## src/rtl/ifd_pkg.sv

```systemverilog
// Package: shared types, constants and control structs for the fall/impact detector.
package ifd_pkg;

   localparam int WindowDepth    = 3;
   localparam int SustainedCount = 2;
   localparam int SlotWidth      = $clog2(WindowDepth);
   localparam int CountWidth     = $clog2(WindowDepth + 1);

   localparam logic [15:0] OneG      = 16'd1024;
   localparam logic [31:0] MinFallMs = 32'd100;
   localparam logic [31:0] HoldMs    = 32'd200;
   localparam logic [31:0] ZeroDtMs  = 32'd10;
   localparam logic [25:0] JerkMax   = 26'h3FFFFFF;
   // ceil(2^33 / 3): exact divide by three for sums below 2^32
   localparam logic [31:0] RecipThree = 32'hAAAA_AAAB;

   typedef enum logic [2:0] {
      MODE_NORMAL    = 3'd0,
      MODE_FREEFALL  = 3'd1,
      MODE_IMPACT    = 3'd2,
      MODE_POST      = 3'd3,
      MODE_INJURY    = 3'd4,
      MODE_RECOVERED = 3'd5
   } mode_type;

   typedef enum logic [1:0] {
      EV_NONE   = 2'd0,
      EV_FALL   = 2'd1,
      EV_DIRECT = 2'd2,
      EV_HEAVY  = 2'd3
   } event_type;

   typedef enum logic [2:0] {
      REG_SEVERE     = 3'd0,
      REG_MEDIUM     = 3'd1,
      REG_FREEFALL   = 3'd2,
      REG_JERK       = 3'd3,
      REG_ROTATION   = 3'd4,
      REG_STILL_ROT  = 3'd5,
      REG_MAX_FALL   = 3'd6,
      REG_STILL_TIME = 3'd7
   } reg_index_type;

   typedef enum logic [2:0] {
      ST_IDLE  = 3'd0,
      ST_LOAD  = 3'd1,
      ST_DIV   = 3'd2,
      ST_NEXT  = 3'd3,
      ST_MEAN  = 3'd4,
      ST_DECIDE = 3'd5,
      ST_OUT   = 3'd6
   } ctrl_state_type;

   typedef struct packed {
      logic       capture;
      logic       div_start;
      logic [1:0] term_sel;
      logic       add_term;
      logic       mean_start;
      logic       decide;
      logic       out_load;
   } cmd_type;

   typedef struct packed {
      logic div_done;
      logic out_busy;
   } status_type;

endpackage

```

## src/rtl/ifd_if.sv

```systemverilog
// Valid/ready channel interfaces for samples, results and register writes.
interface ifd_req_if;
   logic        valid;
   logic        ready;
   logic [15:0] accel_x;
   logic [15:0] accel_y;
   logic [15:0] accel_z;
   logic [15:0] accel_magnitude;
   logic [15:0] gyro_magnitude;
   logic [31:0] time_ms;
   modport source (output valid, accel_x, accel_y, accel_z, accel_magnitude,
                   gyro_magnitude, time_ms, input ready);
   modport sink (input valid, accel_x, accel_y, accel_z, accel_magnitude,
                 gyro_magnitude, time_ms, output ready);
endinterface

interface ifd_rsp_if;
   logic        valid;
   logic        ready;
   logic [1:0]  event_res;
   logic [2:0]  mode;
   logic [1:0]  latched_event;
   logic [25:0] jerk;
   logic        lying_flat;
   logic        is_still;
   modport source (output valid, event_res, mode, latched_event, jerk, lying_flat,
                   is_still, input ready);
   modport sink (input valid, event_res, mode, latched_event, jerk, lying_flat,
                 is_still, output ready);
endinterface

interface ifd_csr_if;
   logic        valid;
   logic        ready;
   logic [2:0]  index;
   logic [25:0] data;
   modport source (output valid, index, data, input ready);
   modport sink (input valid, index, data, output ready);
endinterface

```

## src/rtl/ifd_ctrl.sv

```systemverilog
// Controller: sequences capture, three serial divisions, the mean and the mode update.
module ifd_ctrl (
   input  logic                    clock,
   input  logic                    reset,
   input  logic                    req_valid,
   output logic                    req_ready,
   input  ifd_pkg::status_type     status,
   output ifd_pkg::cmd_type        cmd
);

   ifd_pkg::ctrl_state_type state_ff, state_in;
   logic [1:0] term_ff, term_in;

   always_comb begin
      state_in = state_ff;
      term_in  = term_ff;
      unique case (state_ff)
         ifd_pkg::ST_IDLE: if (req_valid) state_in = ifd_pkg::ST_LOAD;
         ifd_pkg::ST_LOAD: begin
            term_in  = 2'd0;
            state_in = ifd_pkg::ST_DIV;
         end
         ifd_pkg::ST_DIV: if (status.div_done) state_in = ifd_pkg::ST_NEXT;
         ifd_pkg::ST_NEXT: begin
            if (term_ff == 2'd2) begin
               state_in = ifd_pkg::ST_MEAN;
            end else begin
               term_in  = term_ff + 2'd1;
               state_in = ifd_pkg::ST_DIV;
            end
         end
         ifd_pkg::ST_MEAN: state_in = ifd_pkg::ST_DECIDE;
         // hold until the previous word has left the output register
         ifd_pkg::ST_DECIDE: if (!status.out_busy) state_in = ifd_pkg::ST_OUT;
         ifd_pkg::ST_OUT: if (!status.out_busy) state_in = ifd_pkg::ST_IDLE;
         default: state_in = ifd_pkg::ST_IDLE;
      endcase
   end

   always_comb begin
      cmd        = '0;
      req_ready  = 1'b0;
      cmd.term_sel = term_ff;
      unique case (state_ff)
         ifd_pkg::ST_IDLE: begin
            req_ready   = 1'b1;
            cmd.capture = req_valid;
         end
         ifd_pkg::ST_LOAD: begin
            cmd.div_start = 1'b1;
            cmd.term_sel  = 2'd0;
         end
         ifd_pkg::ST_DIV: cmd.add_term = status.div_done;
         ifd_pkg::ST_NEXT: begin
            cmd.div_start  = (term_ff != 2'd2);
            cmd.term_sel   = term_ff + 2'd1;
         end
         ifd_pkg::ST_MEAN: cmd.mean_start = 1'b1;
         ifd_pkg::ST_DECIDE: cmd.decide = !status.out_busy;
         ifd_pkg::ST_OUT: cmd.out_load = !status.out_busy;
         default: ;
      endcase
   end

   always_ff @(posedge clock) begin
      if (reset) begin
         state_ff <= ifd_pkg::ST_IDLE;
         term_ff  <= 2'd0;
      end else begin
         state_ff <= state_in;
         term_ff  <= term_in;
      end
   end

`ifndef ASSERT_OFF
   a_ready_idle: assert property (@(posedge clock) disable iff (reset)
      req_ready |-> state_ff == ifd_pkg::ST_IDLE)
      else $error("ready outside idle");
   a_capture_load: assert property (@(posedge clock) disable iff (reset)
      cmd.capture |=> state_ff == ifd_pkg::ST_LOAD)
      else $error("capture did not start work");
   a_term_range: assert property (@(posedge clock) disable iff (reset)
      term_ff != 2'd3)
      else $error("term index out of range");
`endif

endmodule

```

## src/rtl/ifd_datapath.sv

```systemverilog
// Datapath: sample capture, history, serial divider, thresholds, mode state and output word.
module ifd_datapath (
   input  logic                 clock,
   input  logic                 reset,
   ifd_req_if.sink              req,
   ifd_rsp_if.source            rsp,
   ifd_csr_if.sink              csr,
   input  ifd_pkg::cmd_type     cmd,
   output ifd_pkg::status_type  status
);

   localparam int SW = ifd_pkg::SlotWidth;

   // configuration
   logic [15:0] severe_ff, medium_ff, freefall_ff, rotation_ff, still_rot_ff;
   logic [15:0] max_fall_ff, still_time_ff;
   logic [25:0] jerk_level_ff;

   // captured sample
   logic signed [15:0] ax_ff, ay_ff, az_ff;
   logic [15:0] mag_ff, gyro_ff;
   logic [31:0] now_ff;

   // state
   ifd_pkg::mode_type  mode_ff;
   ifd_pkg::event_type latched_ff;
   logic [31:0] fall_start_ff, hit_start_ff, still_start_ff;
   logic [15:0] pmag_ff [3];
   logic [31:0] ptime_ff [3];
   logic [15:0] win_ff [ifd_pkg::WindowDepth];
   logic [SW-1:0] slot_ff;

   // divider: 38-bit dividend, 32-bit divisor, restoring, one bit per cycle
   logic [37:0] quot_ff;
   logic [31:0] rem_ff, dvs_ff;
   logic [5:0]  cnt_ff;
   logic        busy_ff, done_ff;
   logic [27:0] sum_ff;
   logic [25:0] jerk_ff;

   // output register
   logic        ovalid_ff;
   logic [1:0]  oev_ff, olat_ff;
   logic [2:0]  omode_ff;
   logic [25:0] ojerk_ff;
   logic        ohor_ff, ostill_ff;

   assign csr.ready = 1'b1;
   assign req.ready = 1'b0 | 1'b0; // driven by the top level
   assign status.div_done = done_ff;
   assign status.out_busy = ovalid_ff && !rsp.ready;

   always_ff @(posedge clock) begin
      if (reset) begin
         severe_ff     <= 16'd8192;
         medium_ff     <= 16'd4096;
         freefall_ff   <= 16'd307;
         jerk_level_ff <= 26'd66560;
         rotation_ff   <= 16'd3200;
         still_rot_ff  <= 16'd320;
         max_fall_ff   <= 16'd500;
         still_time_ff <= 16'd2000;
      end else if (csr.valid) begin
         unique case (ifd_pkg::reg_index_type'(csr.index))
            ifd_pkg::REG_SEVERE:     severe_ff     <= csr.data[15:0];
            ifd_pkg::REG_MEDIUM:     medium_ff     <= csr.data[15:0];
            ifd_pkg::REG_FREEFALL:   freefall_ff   <= csr.data[15:0];
            ifd_pkg::REG_JERK:       jerk_level_ff <= csr.data;
            ifd_pkg::REG_ROTATION:   rotation_ff   <= csr.data[15:0];
            ifd_pkg::REG_STILL_ROT:  still_rot_ff  <= csr.data[15:0];
            ifd_pkg::REG_MAX_FALL:   max_fall_ff   <= csr.data[15:0];
            ifd_pkg::REG_STILL_TIME: still_time_ff <= csr.data[15:0];
            default: ;
         endcase
      end
   end

   always_ff @(posedge clock) begin
      if (cmd.capture) begin
         ax_ff   <= req.accel_x;
         ay_ff   <= req.accel_y;
         az_ff   <= req.accel_z;
         mag_ff  <= req.accel_magnitude;
         gyro_ff <= req.gyro_magnitude;
         now_ff  <= req.time_ms;
      end
   end

   // operand select for the selected jerk term
   logic [15:0] mag_new, mag_old, dmag;
   logic [31:0] t_new, t_old, dt;
   always_comb begin
      case (cmd.term_sel)
         2'd0: begin
            mag_new = mag_ff;     mag_old = pmag_ff[0];
            t_new   = now_ff;     t_old   = ptime_ff[0];
         end
         2'd1: begin
            mag_new = pmag_ff[0]; mag_old = pmag_ff[1];
            t_new   = ptime_ff[0]; t_old  = ptime_ff[1];
         end
         default: begin
            mag_new = pmag_ff[1]; mag_old = pmag_ff[2];
            t_new   = ptime_ff[1]; t_old  = ptime_ff[2];
         end
      endcase
      dmag = (mag_new > mag_old) ? mag_new - mag_old : mag_old - mag_new;
      dt   = t_new - t_old;
      if (dt == 32'd0) dt = ifd_pkg::ZeroDtMs;
   end

   logic [37:0] dvd;
   assign dvd = 38'(dmag) * 38'd1000;

   logic [32:0] trial;
   assign trial = {rem_ff, quot_ff[37]} - {1'b0, dvs_ff};

   // divide the term sum by three through the reciprocal, keep the top bits
   logic [59:0] mean_prod;
   logic [26:0] mean_q;
   assign mean_prod = 60'(sum_ff) * 60'(ifd_pkg::RecipThree);
   assign mean_q    = mean_prod[59:33];

   always_ff @(posedge clock) begin
      if (reset) begin
         busy_ff <= 1'b0;
         done_ff <= 1'b0;
      end else begin
         done_ff <= 1'b0;
         if (cmd.div_start) begin
            busy_ff <= 1'b1;
         end else if (busy_ff && cnt_ff == 6'd1) begin
            busy_ff <= 1'b0;
            done_ff <= 1'b1;
         end
      end
   end

   always_ff @(posedge clock) begin
      if (cmd.div_start) begin
         quot_ff <= dvd;
         dvs_ff  <= dt;
         rem_ff  <= '0;
         cnt_ff  <= 6'd38;
      end else if (busy_ff) begin
         cnt_ff <= cnt_ff - 6'd1;
         if (!trial[32]) begin
            rem_ff  <= trial[31:0];
            quot_ff <= {quot_ff[36:0], 1'b1};
         end else begin
            rem_ff  <= {rem_ff[30:0], quot_ff[37]};
            quot_ff <= {quot_ff[36:0], 1'b0};
         end
      end
      if (cmd.capture) sum_ff <= '0;
      else if (cmd.add_term) sum_ff <= sum_ff + 28'(quot_ff);
      if (cmd.mean_start) begin
         jerk_ff <= (mean_q > 27'(ifd_pkg::JerkMax)) ? ifd_pkg::JerkMax : mean_q[25:0];
      end
   end

   // flags
   logic [31:0] xsq, ysq;
   logic [32:0] hsq;
   logic [37:0] hsq25;
   logic [15:0] az_abs, dev;
   logic [18:0] dev5;
   logic horiz, still, hard, severe;
   logic [ifd_pkg::CountWidth-1:0] wcount;

   always_comb begin
      xsq   = 32'($signed(ax_ff) * $signed(ax_ff));
      ysq   = 32'($signed(ay_ff) * $signed(ay_ff));
      hsq   = {1'b0, xsq} + {1'b0, ysq};
      hsq25 = 38'(hsq) * 38'd25;
      az_abs = az_ff[15] ? 16'(-az_ff) : az_ff;
      horiz = (hsq25 > 38'd12845056) && (az_abs < 16'd512);
      dev   = (mag_ff > ifd_pkg::OneG) ? mag_ff - ifd_pkg::OneG : ifd_pkg::OneG - mag_ff;
      dev5  = 19'(dev) * 19'd5;
      still = (dev5 < 19'd1536) && (gyro_ff < still_rot_ff);
      hard  = (mag_ff > medium_ff) && (jerk_ff > jerk_level_ff);
      severe = mag_ff > severe_ff;
      wcount = '0;
      for (int i = 0; i < ifd_pkg::WindowDepth; i++) begin
         // current sample occupies its slot already
         if (((SW'(i) == slot_ff) ? mag_ff : win_ff[i]) > medium_ff)
            wcount = wcount + 1'b1;
      end
   end

   logic [31:0] fdur, hdur, sdur;
   assign fdur = now_ff - fall_start_ff;
   assign hdur = now_ff - hit_start_ff;
   assign sdur = now_ff - still_start_ff;

   ifd_pkg::mode_type  mode_in;
   ifd_pkg::event_type lat_in, ev_in;
   logic set_fall, set_hit, set_still;

   always_comb begin
      mode_in = mode_ff;
      lat_in  = latched_ff;
      ev_in   = ifd_pkg::EV_NONE;
      set_fall = 1'b0;
      set_hit  = 1'b0;
      set_still = 1'b0;
      if (severe) begin
         mode_in = ifd_pkg::MODE_INJURY;
         lat_in  = ifd_pkg::EV_HEAVY;
         ev_in   = ifd_pkg::EV_HEAVY;
      end else begin
         case (mode_ff)
            ifd_pkg::MODE_NORMAL: begin
               if (mag_ff < freefall_ff) begin
                  set_fall = 1'b1;
                  lat_in   = ifd_pkg::EV_FALL;
                  mode_in  = ifd_pkg::MODE_FREEFALL;
               end else if (hard) begin
                  if (wcount >= ifd_pkg::CountWidth'(ifd_pkg::SustainedCount)) begin
                     set_hit = 1'b1;
                     lat_in  = ifd_pkg::EV_DIRECT;
                     mode_in = ifd_pkg::MODE_IMPACT;
                  end
               end else if (gyro_ff > rotation_ff && mag_ff > medium_ff) begin
                  set_hit = 1'b1;
                  lat_in  = ifd_pkg::EV_DIRECT;
                  mode_in = ifd_pkg::MODE_IMPACT;
               end
            end
            ifd_pkg::MODE_FREEFALL: begin
               if (hard) begin
                  if (fdur >= ifd_pkg::MinFallMs && fdur <= 32'(max_fall_ff)) begin
                     set_hit = 1'b1;
                     mode_in = ifd_pkg::MODE_IMPACT;
                  end else begin
                     mode_in = ifd_pkg::MODE_RECOVERED;
                  end
               end else if (fdur > 32'(max_fall_ff)) begin
                  mode_in = ifd_pkg::MODE_RECOVERED;
               end
            end
            ifd_pkg::MODE_IMPACT: begin
               if (hdur > ifd_pkg::HoldMs) begin
                  mode_in = ifd_pkg::MODE_POST;
                  set_still = 1'b1;
               end
            end
            ifd_pkg::MODE_POST: begin
               if (horiz && still) begin
                  if (sdur > 32'(still_time_ff)) begin
                     mode_in = ifd_pkg::MODE_INJURY;
                     ev_in   = latched_ff;
                  end
               end else if (!still) begin
                  mode_in = ifd_pkg::MODE_RECOVERED;
               end else begin
                  set_still = 1'b1;
               end
            end
            ifd_pkg::MODE_INJURY: ev_in = latched_ff;
            default: begin
               mode_in = ifd_pkg::MODE_NORMAL;
               lat_in  = ifd_pkg::EV_NONE;
            end
         endcase
      end
   end

   always_ff @(posedge clock) begin
      if (reset) begin
         mode_ff       <= ifd_pkg::MODE_NORMAL;
         latched_ff    <= ifd_pkg::EV_NONE;
         fall_start_ff <= '0;
         hit_start_ff  <= '0;
         still_start_ff <= '0;
         slot_ff       <= '0;
         for (int i = 0; i < 3; i++) begin
            pmag_ff[i]  <= ifd_pkg::OneG;
            ptime_ff[i] <= '0;
         end
         for (int i = 0; i < ifd_pkg::WindowDepth; i++) win_ff[i] <= ifd_pkg::OneG;
      end else if (cmd.decide) begin
         mode_ff    <= mode_in;
         latched_ff <= lat_in;
         if (set_fall) fall_start_ff <= now_ff;
         if (set_hit) hit_start_ff <= now_ff;
         if (set_still) still_start_ff <= now_ff;
         win_ff[slot_ff] <= mag_ff;
         slot_ff <= (slot_ff == SW'(ifd_pkg::WindowDepth - 1)) ? '0 : slot_ff + 1'b1;
         pmag_ff[2]  <= pmag_ff[1];
         pmag_ff[1]  <= pmag_ff[0];
         pmag_ff[0]  <= mag_ff;
         ptime_ff[2] <= ptime_ff[1];
         ptime_ff[1] <= ptime_ff[0];
         ptime_ff[0] <= now_ff;
         oev_ff    <= ev_in;
         omode_ff  <= mode_in;
         olat_ff   <= lat_in;
         ojerk_ff  <= jerk_ff;
         ohor_ff   <= horiz;
         ostill_ff <= still;
      end
   end

   always_ff @(posedge clock) begin
      if (reset) ovalid_ff <= 1'b0;
      else if (cmd.out_load) ovalid_ff <= 1'b1;
      else if (rsp.ready) ovalid_ff <= 1'b0;
   end

   assign rsp.valid         = ovalid_ff;
   assign rsp.event_res     = oev_ff;
   assign rsp.mode          = omode_ff;
   assign rsp.latched_event = olat_ff;
   assign rsp.jerk          = ojerk_ff;
   assign rsp.lying_flat    = ohor_ff;
   assign rsp.is_still      = ostill_ff;

`ifndef ASSERT_OFF
   a_slot_range: assert property (@(posedge clock) disable iff (reset)
      slot_ff < SW'(ifd_pkg::WindowDepth))
      else $error("window slot out of range");
   a_mode_range: assert property (@(posedge clock) disable iff (reset)
      omode_ff != 3'd6 && omode_ff != 3'd7 || !ovalid_ff)
      else $error("bad mode code");
   a_div_done: assert property (@(posedge clock) disable iff (reset)
      done_ff |-> $past(busy_ff))
      else $error("divider done without busy");
`endif

endmodule

```

## src/rtl/imu_fall_impact_detector.sv

```systemverilog
// Top level: fall/impact detector with controller and datapath.
// Sequence: after a sample is accepted, the result word follows three jerk terms, each
// computed as start, 38 restoring steps and add on one shared divider, then a hand-off
// state, a mean step by reciprocal multiply, a decide step and the output load.
// One sample at a time, taken in idle; decide holds while an earlier word waits on ready.
// Synchronous active-high reset: register defaults, mode normal, 1 g history at time 0.
module imu_fall_impact_detector (
   input  logic clock,
   input  logic reset,
   ifd_req_if.sink   req,
   ifd_rsp_if.source rsp,
   ifd_csr_if.sink   csr
);

   ifd_pkg::cmd_type    cmd;
   ifd_pkg::status_type status;
   ifd_req_if           req_int ();
   logic                ready_w;

   assign req_int.valid           = req.valid;
   assign req_int.accel_x         = req.accel_x;
   assign req_int.accel_y         = req.accel_y;
   assign req_int.accel_z         = req.accel_z;
   assign req_int.accel_magnitude = req.accel_magnitude;
   assign req_int.gyro_magnitude  = req.gyro_magnitude;
   assign req_int.time_ms         = req.time_ms;
   assign req.ready               = ready_w;

   ifd_ctrl u_ctrl (
      .clock     (clock),
      .reset     (reset),
      .req_valid (req.valid),
      .req_ready (ready_w),
      .status    (status),
      .cmd       (cmd)
   );

   ifd_datapath u_dp (
      .clock  (clock),
      .reset  (reset),
      .req    (req_int),
      .rsp    (rsp),
      .csr    (csr),
      .cmd    (cmd),
      .status (status)
   );

endmodule
```

## src/flat_wrapper.sv

```systemverilog
// flat-port wrapper written by rule: the top's interface ports become plain ports
module imu_fall_impact_detector_flat 
  (clock, reset, req_valid, req_accel_x, req_accel_y, req_accel_z, req_accel_magnitude, req_gyro_magnitude, req_time_ms, req_ready, rsp_valid, rsp_event_res, rsp_mode, rsp_latched_event, rsp_jerk, rsp_lying_flat, rsp_is_still, rsp_ready, csr_valid, csr_index, csr_data, csr_ready);
  ifd_req_if req_i ();
  ifd_rsp_if rsp_i ();
  ifd_csr_if csr_i ();
  input  logic clock;
  input  logic reset;
  input wire logic [$bits(req_i.valid)-1:0] req_valid;
  input wire logic [$bits(req_i.accel_x)-1:0] req_accel_x;
  input wire logic [$bits(req_i.accel_y)-1:0] req_accel_y;
  input wire logic [$bits(req_i.accel_z)-1:0] req_accel_z;
  input wire logic [$bits(req_i.accel_magnitude)-1:0] req_accel_magnitude;
  input wire logic [$bits(req_i.gyro_magnitude)-1:0] req_gyro_magnitude;
  input wire logic [$bits(req_i.time_ms)-1:0] req_time_ms;
  output wire logic [$bits(req_i.ready)-1:0] req_ready;
  output wire logic [$bits(rsp_i.valid)-1:0] rsp_valid;
  output wire logic [$bits(rsp_i.event_res)-1:0] rsp_event_res;
  output wire logic [$bits(rsp_i.mode)-1:0] rsp_mode;
  output wire logic [$bits(rsp_i.latched_event)-1:0] rsp_latched_event;
  output wire logic [$bits(rsp_i.jerk)-1:0] rsp_jerk;
  output wire logic [$bits(rsp_i.lying_flat)-1:0] rsp_lying_flat;
  output wire logic [$bits(rsp_i.is_still)-1:0] rsp_is_still;
  input wire logic [$bits(rsp_i.ready)-1:0] rsp_ready;
  input wire logic [$bits(csr_i.valid)-1:0] csr_valid;
  input wire logic [$bits(csr_i.index)-1:0] csr_index;
  input wire logic [$bits(csr_i.data)-1:0] csr_data;
  output wire logic [$bits(csr_i.ready)-1:0] csr_ready;
  assign req_i.valid = req_valid;
  assign req_i.accel_x = req_accel_x;
  assign req_i.accel_y = req_accel_y;
  assign req_i.accel_z = req_accel_z;
  assign req_i.accel_magnitude = req_accel_magnitude;
  assign req_i.gyro_magnitude = req_gyro_magnitude;
  assign req_i.time_ms = req_time_ms;
  assign req_ready = req_i.ready;
  assign rsp_valid = rsp_i.valid;
  assign rsp_event_res = rsp_i.event_res;
  assign rsp_mode = rsp_i.mode;
  assign rsp_latched_event = rsp_i.latched_event;
  assign rsp_jerk = rsp_i.jerk;
  assign rsp_lying_flat = rsp_i.lying_flat;
  assign rsp_is_still = rsp_i.is_still;
  assign rsp_i.ready = rsp_ready;
  assign csr_i.valid = csr_valid;
  assign csr_i.index = csr_index;
  assign csr_i.data = csr_data;
  assign csr_ready = csr_i.ready;
  imu_fall_impact_detector u_core (.clock(clock), .reset(reset), .req(req_i), .rsp(rsp_i), .csr(csr_i));
endmodule
```

## config.mk

```make
export PLATFORM = sky130hd
export DESIGN_NAME = imu_fall_impact_detector_flat
export DESIGN_NICKNAME = d
export VERILOG_FILES = /design/src/rtl/ifd_pkg.sv /design/src/rtl/ifd_if.sv /design/src/rtl/ifd_ctrl.sv /design/src/rtl/ifd_datapath.sv /design/src/rtl/imu_fall_impact_detector.sv /design/src/flat_wrapper.sv
export SDC_FILE = /design/constraint.sdc
export NUM_CORES = 2
export LEC_CHECK = 0
export ABC_AREA = 0
export BUFFER_PORTS_ARGS = -buffer_cell sky130_fd_sc_hd__buf_2
export CORE_MARGIN = 2
export CORE_UTILIZATION = 50
export DETAILED_ROUTE_END_ITERATION = 12
export PLACE_DENSITY = 0.69
export SYNTH_ARGS = -nofsm -noshare
export SYNTH_HDL_FRONTEND = slang
export SYNTH_SLANG_ARGS = --single-unit
export TNS_END_PERCENT = 20
```

## constraint.sdc

```tcl
create_clock -name clock -period 12.2 [get_ports clock]
set_input_delay 1.22 -clock clock [delete_from_list [all_inputs] [get_ports clock]]
set_output_delay 1.22 -clock clock [all_outputs]
set_load 0.03 [all_outputs]
```

# == Word level (Yosys, flattened, before mapping) ==
# Memories as Yosys holds them, arrays and structs flattened.
# Cells that the tools add are included.
# W data, S select, Z words.
# classes
multipliers,6
n_mux,90
bitwise,7
n_reduce_logical,37
n_addsub,17
eq_ne,29
n_lt_le_gt_ge,21
# ops
operator,n
$mux W16,10
$mux W32,4
$pmux W32 S2,2
$sub A32 B32 Y32,4
$gt A16 B16 Y1,7
$gt A32 B16 Y1,2
$mul A16 B16 Y32,2
$pmux W16 S2,2
$mul A28 B32 Y60 const B,1
$mux W26,2
$mux W3,17
$gt A38 B24 Y1 const B,1
$mul A33 B5 Y38 const B,1
$add A32 B32 Y33,1
$mux W1,33
$sub A33 B32 Y33,1
$ge A32 B7 Y1 const B,1
$gt A32 B8 Y1 const B,1
$le A32 B16 Y1,1
$logic_not A32 Y1,1
$lt A16 B16 Y1,2
$sub A16 B16 Y16,2
$add A28 B28 Y28,1
$gt A27 B26 Y1 const B,1
39 further kinds,107
# word_totals
mem_bits_rw,192
mem_count,3
in_bits,146
reg_bits,558
# mem_list
memory,words,width,read_ports,rd_clocked_by_memory_dff,write_ports,line,text
u_core.u_dp.ptime_ff,3,32,3,0,3,ifd_datapath.sv:29,logic [31:0] ptime_ff [3];
u_core.u_dp.pmag_ff,3,16,3,0,3,ifd_datapath.sv:28,logic [15:0] pmag_ff [3];
u_core.u_dp.win_ff,3,16,3,0,3,ifd_datapath.sv:30,logic [15:0] win_ff [ifd_pkg::WindowDepth];

# == Logic depth before layout (Yosys ltp) ==
# depth
depth_word,15
mapped_depth,58

# == By module ==
# A second synthesis with hierarchy kept.
# hier_totals
cells_unflattened,8837
area_unflattened_um2,81401.8
# by_module_without_submodules
mod,cells_per_inst,area_each_um2,instances,seq_area_each_um2
ifd_datapath,8785,81016.5,1,19118.3
ifd_ctrl,52,385.4,1,100.1

# == Least setup slack after synthesis ==
# OpenSTA, ideal clock, no wires.
# synth_timing
path_type,flip-flop to flip-flop
startpoint,reg u_core.u_dp.ax_ff[4]
endpoint,reg u_core.u_dp.still_start_ff[10]
required_ns,12.072
slack_ns,0.058
arrival_time_ns,12.014
path_stages_with_launch,53
setup_ns,0.128
cell_sequence,edfxtp_1 -> clkbuf_1 -> clkbuf_1 -> nand2_1 -> fa_1 -> fa_1 -> fa_1 -> inv_1 -> fa_1 -> fa_1 -> inv_1 -> fa_1 -> inv_1 -> ha_1 -> and3_1 -> and3_1 -> or3b_2 -> a31o_2 -> (+17 left out) -> fa_1 -> inv_1 -> ha_1 -> clkbuf_1 -> a21oi_1 -> o32ai_1 -> or3_1 -> a211oi_1 -> o311ai_0 -> a22oi_1 -> and4_1 -> nand4_1 -> o32ai_2 -> nand4_1 -> a21boi_2 -> buf_4 -> mux2i_1 -> nor2_1
# synth_between
elab_chain_len,10
# synth_lines
item,line,text
"start, declared",ifd_datapath.sv:20,"logic signed [15:0] ax_ff, ay_ff, az_ff;"
"start signal, assigned",ifd_datapath.sv:80,ax_ff <= req.accel_x;
$mul A16 B16 Y32,ifd_datapath.sv:172,xsq = 32'($signed(ax_ff) * $signed(ax_ff));
$add A32 B32 Y33,ifd_datapath.sv:174,"hsq = {1'b0, xsq} + {1'b0, ysq};"
$mul A33 B5 Y38,ifd_datapath.sv:175,hsq25 = 38'(hsq) * 38'd25;
$gt A38 B24 Y1,ifd_datapath.sv:177,horiz = (hsq25 > 38'd12845056) && (az_abs < 16'd512);
$logic_and A1 B1 Y1,ifd_datapath.sv:177,
$logic_and A1 B1 Y1,ifd_datapath.sv:249,if (horiz && still) begin
$mux W1,ifd_datapath.sv:249,
$pmux W1 S2,ifd_datapath.sv:212,case (mode_ff)
$mux W1,ifd_datapath.sv:207,if (severe) begin
$reduce_and A2 Y1 (no line),-,
"end signal, assigned",ifd_datapath.sv:287,if (set_still) still_start_ff <= now_ff;
"end, declared",ifd_datapath.sv:27,"logic [31:0] fall_start_ff, hit_start_ff, still_start_ff;"
# Every way passes these cells.
# A chain may end at the register's enable or synchronous reset.

# == Worst setup path after layout ==
# layout_timing
startpoint,reg u_core.u_dp.ax_ff[9]
endpoint,reg u_core.u_dp.still_start_ff[27]
# The elaborated chain is that of the path after synthesis.

==> impl_metrics.tcl <==
set metrics [dict create \
    dieHeight_um 406 \
    tritoncts "built" \
    wl_met2_mm 101 \
    die-area_mm2 0.165 \
    wl_met1_mm 89.6 \
    vias 63000 \
    slowest_delay_ns 0.55 \
    track_usage 0.252 \
    h-tree-depth 3 \
    cp-end-kind "flip-flop" \
    first_iter_violations 3992 \
    syn_avg_cell_area_um2 9.10 \
    skew_ns 0.0780 \
    drc 0 \
    tightest_slew_ns 1.24 \
    clock_path_buffers 3 \
    dp_hpwl_mm 162 \
    viasPerCell 5.52 \
    coreArea_mm2 0.161 \
    path_clk_slew_ns 0.06 \
    worst_r2r_path_depth 53 \
    crit_slowest_cell "fa_2" \
    grt-ovfl-total 0 \
    crit_type "reg2reg" \
    numCtsBuffers 88 \
    crit_top_cell "fa_1" \
    initial_core_util 0.504 \
    synth_area_mm2 0.0810 \
    finalHoldViolCount 0 \
    ys_top_cells_by_area "fa_1, ha_1, edfxtp_1" \
    grt_pass1_wl_mm 335 \
    wl_per_cell_um 18.1 \
    final_nets 11100 \
    regToRegStartpoint "u_core.u_dp.ax_ff[9]" \
    synth_ff_type "edfxtp_1" \
    arrival_ns 12.63 \
    crit_required_ns 12.78 \
    synth_edf_count 420 \
    root_buffer "clkbuf_16" \
    cap_violations 0 \
    hold_path.class "reg2reg" \
    ys_ff_latch 750 \
    min_from "u_core.u_dp.hit_start_ff[11]" \
    ff_latch_area_mm2 0.0192 \
    first_pass_iters 7 \
    synth-seq-area-share 0.237 \
    async_flop_share 0 \
    fmax_mhz 83.0 \
    multi_input_comb_area_mm2 0.0559 \
    synthCells 8898 \
    syn_nets 10800 \
    area_delta_synth_final_pct 10.9 \
    critPathMaxFanout 8 \
    layout-drive-gt1-share 0.0911 \
    place_congestion 0.919 \
    worstHoldEndpoint "u_core.u_dp.hit_start_ff[11]" \
    crit_family "adder cells" \
    setup_viol 0 \
    synth.most_common_cell "inv_1" \
    fin_util 0.559 \
    synthDistinctLibCells 93 \
    finalCriticalPeriod_ns 12.05 \
    min_path_cells 2 \
    ys.warnings.count 0 \
    drtAntennaViolNets 0 \
    io_pins 184 \
    num_rows 147 \
    dp.cells 11200 \
    cts_num_sinks 750 \
    cp-start-kind "flip-flop" \
    yosysTopAreaCellShare 0.192 \
    grt_start_max_net_pins 116 \
    synthTopCellsByCount "inv_1, ha_1, nand2_1" \
    rsz0062_at_grt "true" \
    io_buffers 182 \
    antenna_found_initial 4 \
    maxSlewViolCount 0 \
    clkLatencyLatePin_ns 0.75 \
    drt-total-wl_mm 207 \
    r2r_slack_ns 0.15 \
    dr_wl_met3_mm 10.8 \
    synth_top_area_cell "fa_1" \
    status "complete, no violations" \
    die_w_um 406 \
    path_buf_inv 13 \
    maxSlewHeadroom 0.172 \
    dr.max_layer_used "met5" \
    first_global_vias 63600 \
    fill_cells 14300 \
    final_cells 11400 \
    finalCritPeriodShare 0.988 \
    r2r_end "u_core.u_dp.still_start_ff[27]" \
]
state kept, by name (all words and copies together) (netlist names), 26 cells and up:
register,cells
u_core.u_dp.quot_ff,38
u_core.u_dp.ptime_ff,96
u_core.u_dp.jerk_level_ff,26
u_core.u_dp.rem_ff,32
u_core.u_dp.fall_start_ff,32
u_core.u_dp.rsp.jerk,26
u_core.u_dp.still_start_ff,32
u_core.u_dp.jerk_ff,26
u_core.u_dp.pmag_ff,48
u_core.u_dp.dvs_ff,32
u_core.u_dp.win_ff,48
u_core.u_dp.hit_start_ff,32
u_core.u_dp.now_ff,32
u_core.u_dp.sum_ff,28
cell usage in the layout (no fill, tap or decap), types with 39 or more instances in the layout:
cell type,instances
o21a_1,67
nor2b_1,66
a211o_1,39
xnor2_1,204
fa_1,772
a21o_1,219
xor2_1,120
a211oi_1,46
nand4_1,80
edfxtp_1,420
inv_1,1484
clkbuf_16,89
and3_1,81
a21oi_1,587
nand2_1,899
nand3_1,133
nor3_1,96
nor2_1,466
o21bai_1,46
mux2i_1,195
o21ai_0,295
ha_1,1001
dfxtp_1,329
and2_1,224
buf_4,280
buf_2,181
nand2b_1,81
metal layers:
| layer | global-route usage | vias up |
|---|---|---|
| met5 | 0 | - |
| met4 | 0.0722 | 2 |
| met3 | 0.0299 | 332 |
| met2 | 0.430 | 1564 |
| met1 | 0.337 | 30800 |
| li1 | - | 30300 |
worst min-delay path, cell delays in order, from the launching register on:
cell     delay [ns]
dfxtp_1        0.31
nand2_1        0.05
a21oi_1        0.05
repair_timing:
item                                    CTS  global route
cloned                                    2             1
resized for setup                        36           142
hold buffers                              0             0
setup buffers                             9            36
pin swaps                                25            98
endpoints found under the setup margin   40            41
kinds of logic after synthesis:
family,after synthesis,share of synthesized area
multiplexers,223,0.0280
AND/OR/NAND/NOR,2344,0.137
AO/OA/AOI/OAI,1645,0.128
XOR/XNOR,338,0.0366
flip-flops,750,0.237
buffers and inverters,1800,0.0839
adder cells (fa/ha/maj),1797,0.349
other,1,0.0000463
cell type report:
type | count | share of cell area
multi-input combinational | 6348 | 0.622
sequential | 750 | 0.214
inverter | 1509 | 0.0632
timing repair buffer | 478 | 0.0364
tap | 2160 | 0.0301
clock buffer | 113 | 0.0265
clock inverter | 52 | 0.00751
antenna | 4 | 0.000111
per-stage QoR:
step	setup slack (ns)	hold WS (ns)	area [um^2]	TNS, ns
after CTS	0.0266	0.454	88800	0
after global placement	-0.208	0.439	85500	-6.55
final	0.146	0.450	89800	0
after global routing	-0.241	0.469	89800	-6.49
after detailed placement	-0.463	0.446	85500	-15.43
after floorplan	0.0580	0.426	81000	0
worst max path at each step:
stage / from / to / slack [ns] / cells after the start
after floorplan: u_core.u_dp.ax_ff[4] / u_core.u_dp.still_start_ff[10] / 0.06 / 52
after global placement: u_core.u_dp.ax_ff[8] / u_core.u_dp.still_start_ff[25] / -0.21 / 53
after detailed placement: u_core.u_dp.ax_ff[8] / u_core.u_dp.still_start_ff[27] / -0.46 / 52
after CTS: u_core.u_dp.ax_ff[8] / u_core.u_dp.still_start_ff[24] / 0.03 / 54
after global routing: u_core.u_dp.ay_ff[8] / u_core.u_dp.still_start_ff[26] / -0.24 / 54
final: u_core.u_dp.ax_ff[9] / u_core.u_dp.still_start_ff[27] / 0.15 / 53
Power is left out: the tool's default activity adds up to more than one toggle a clock period on the data nets, which glitch-free logic cannot reach.
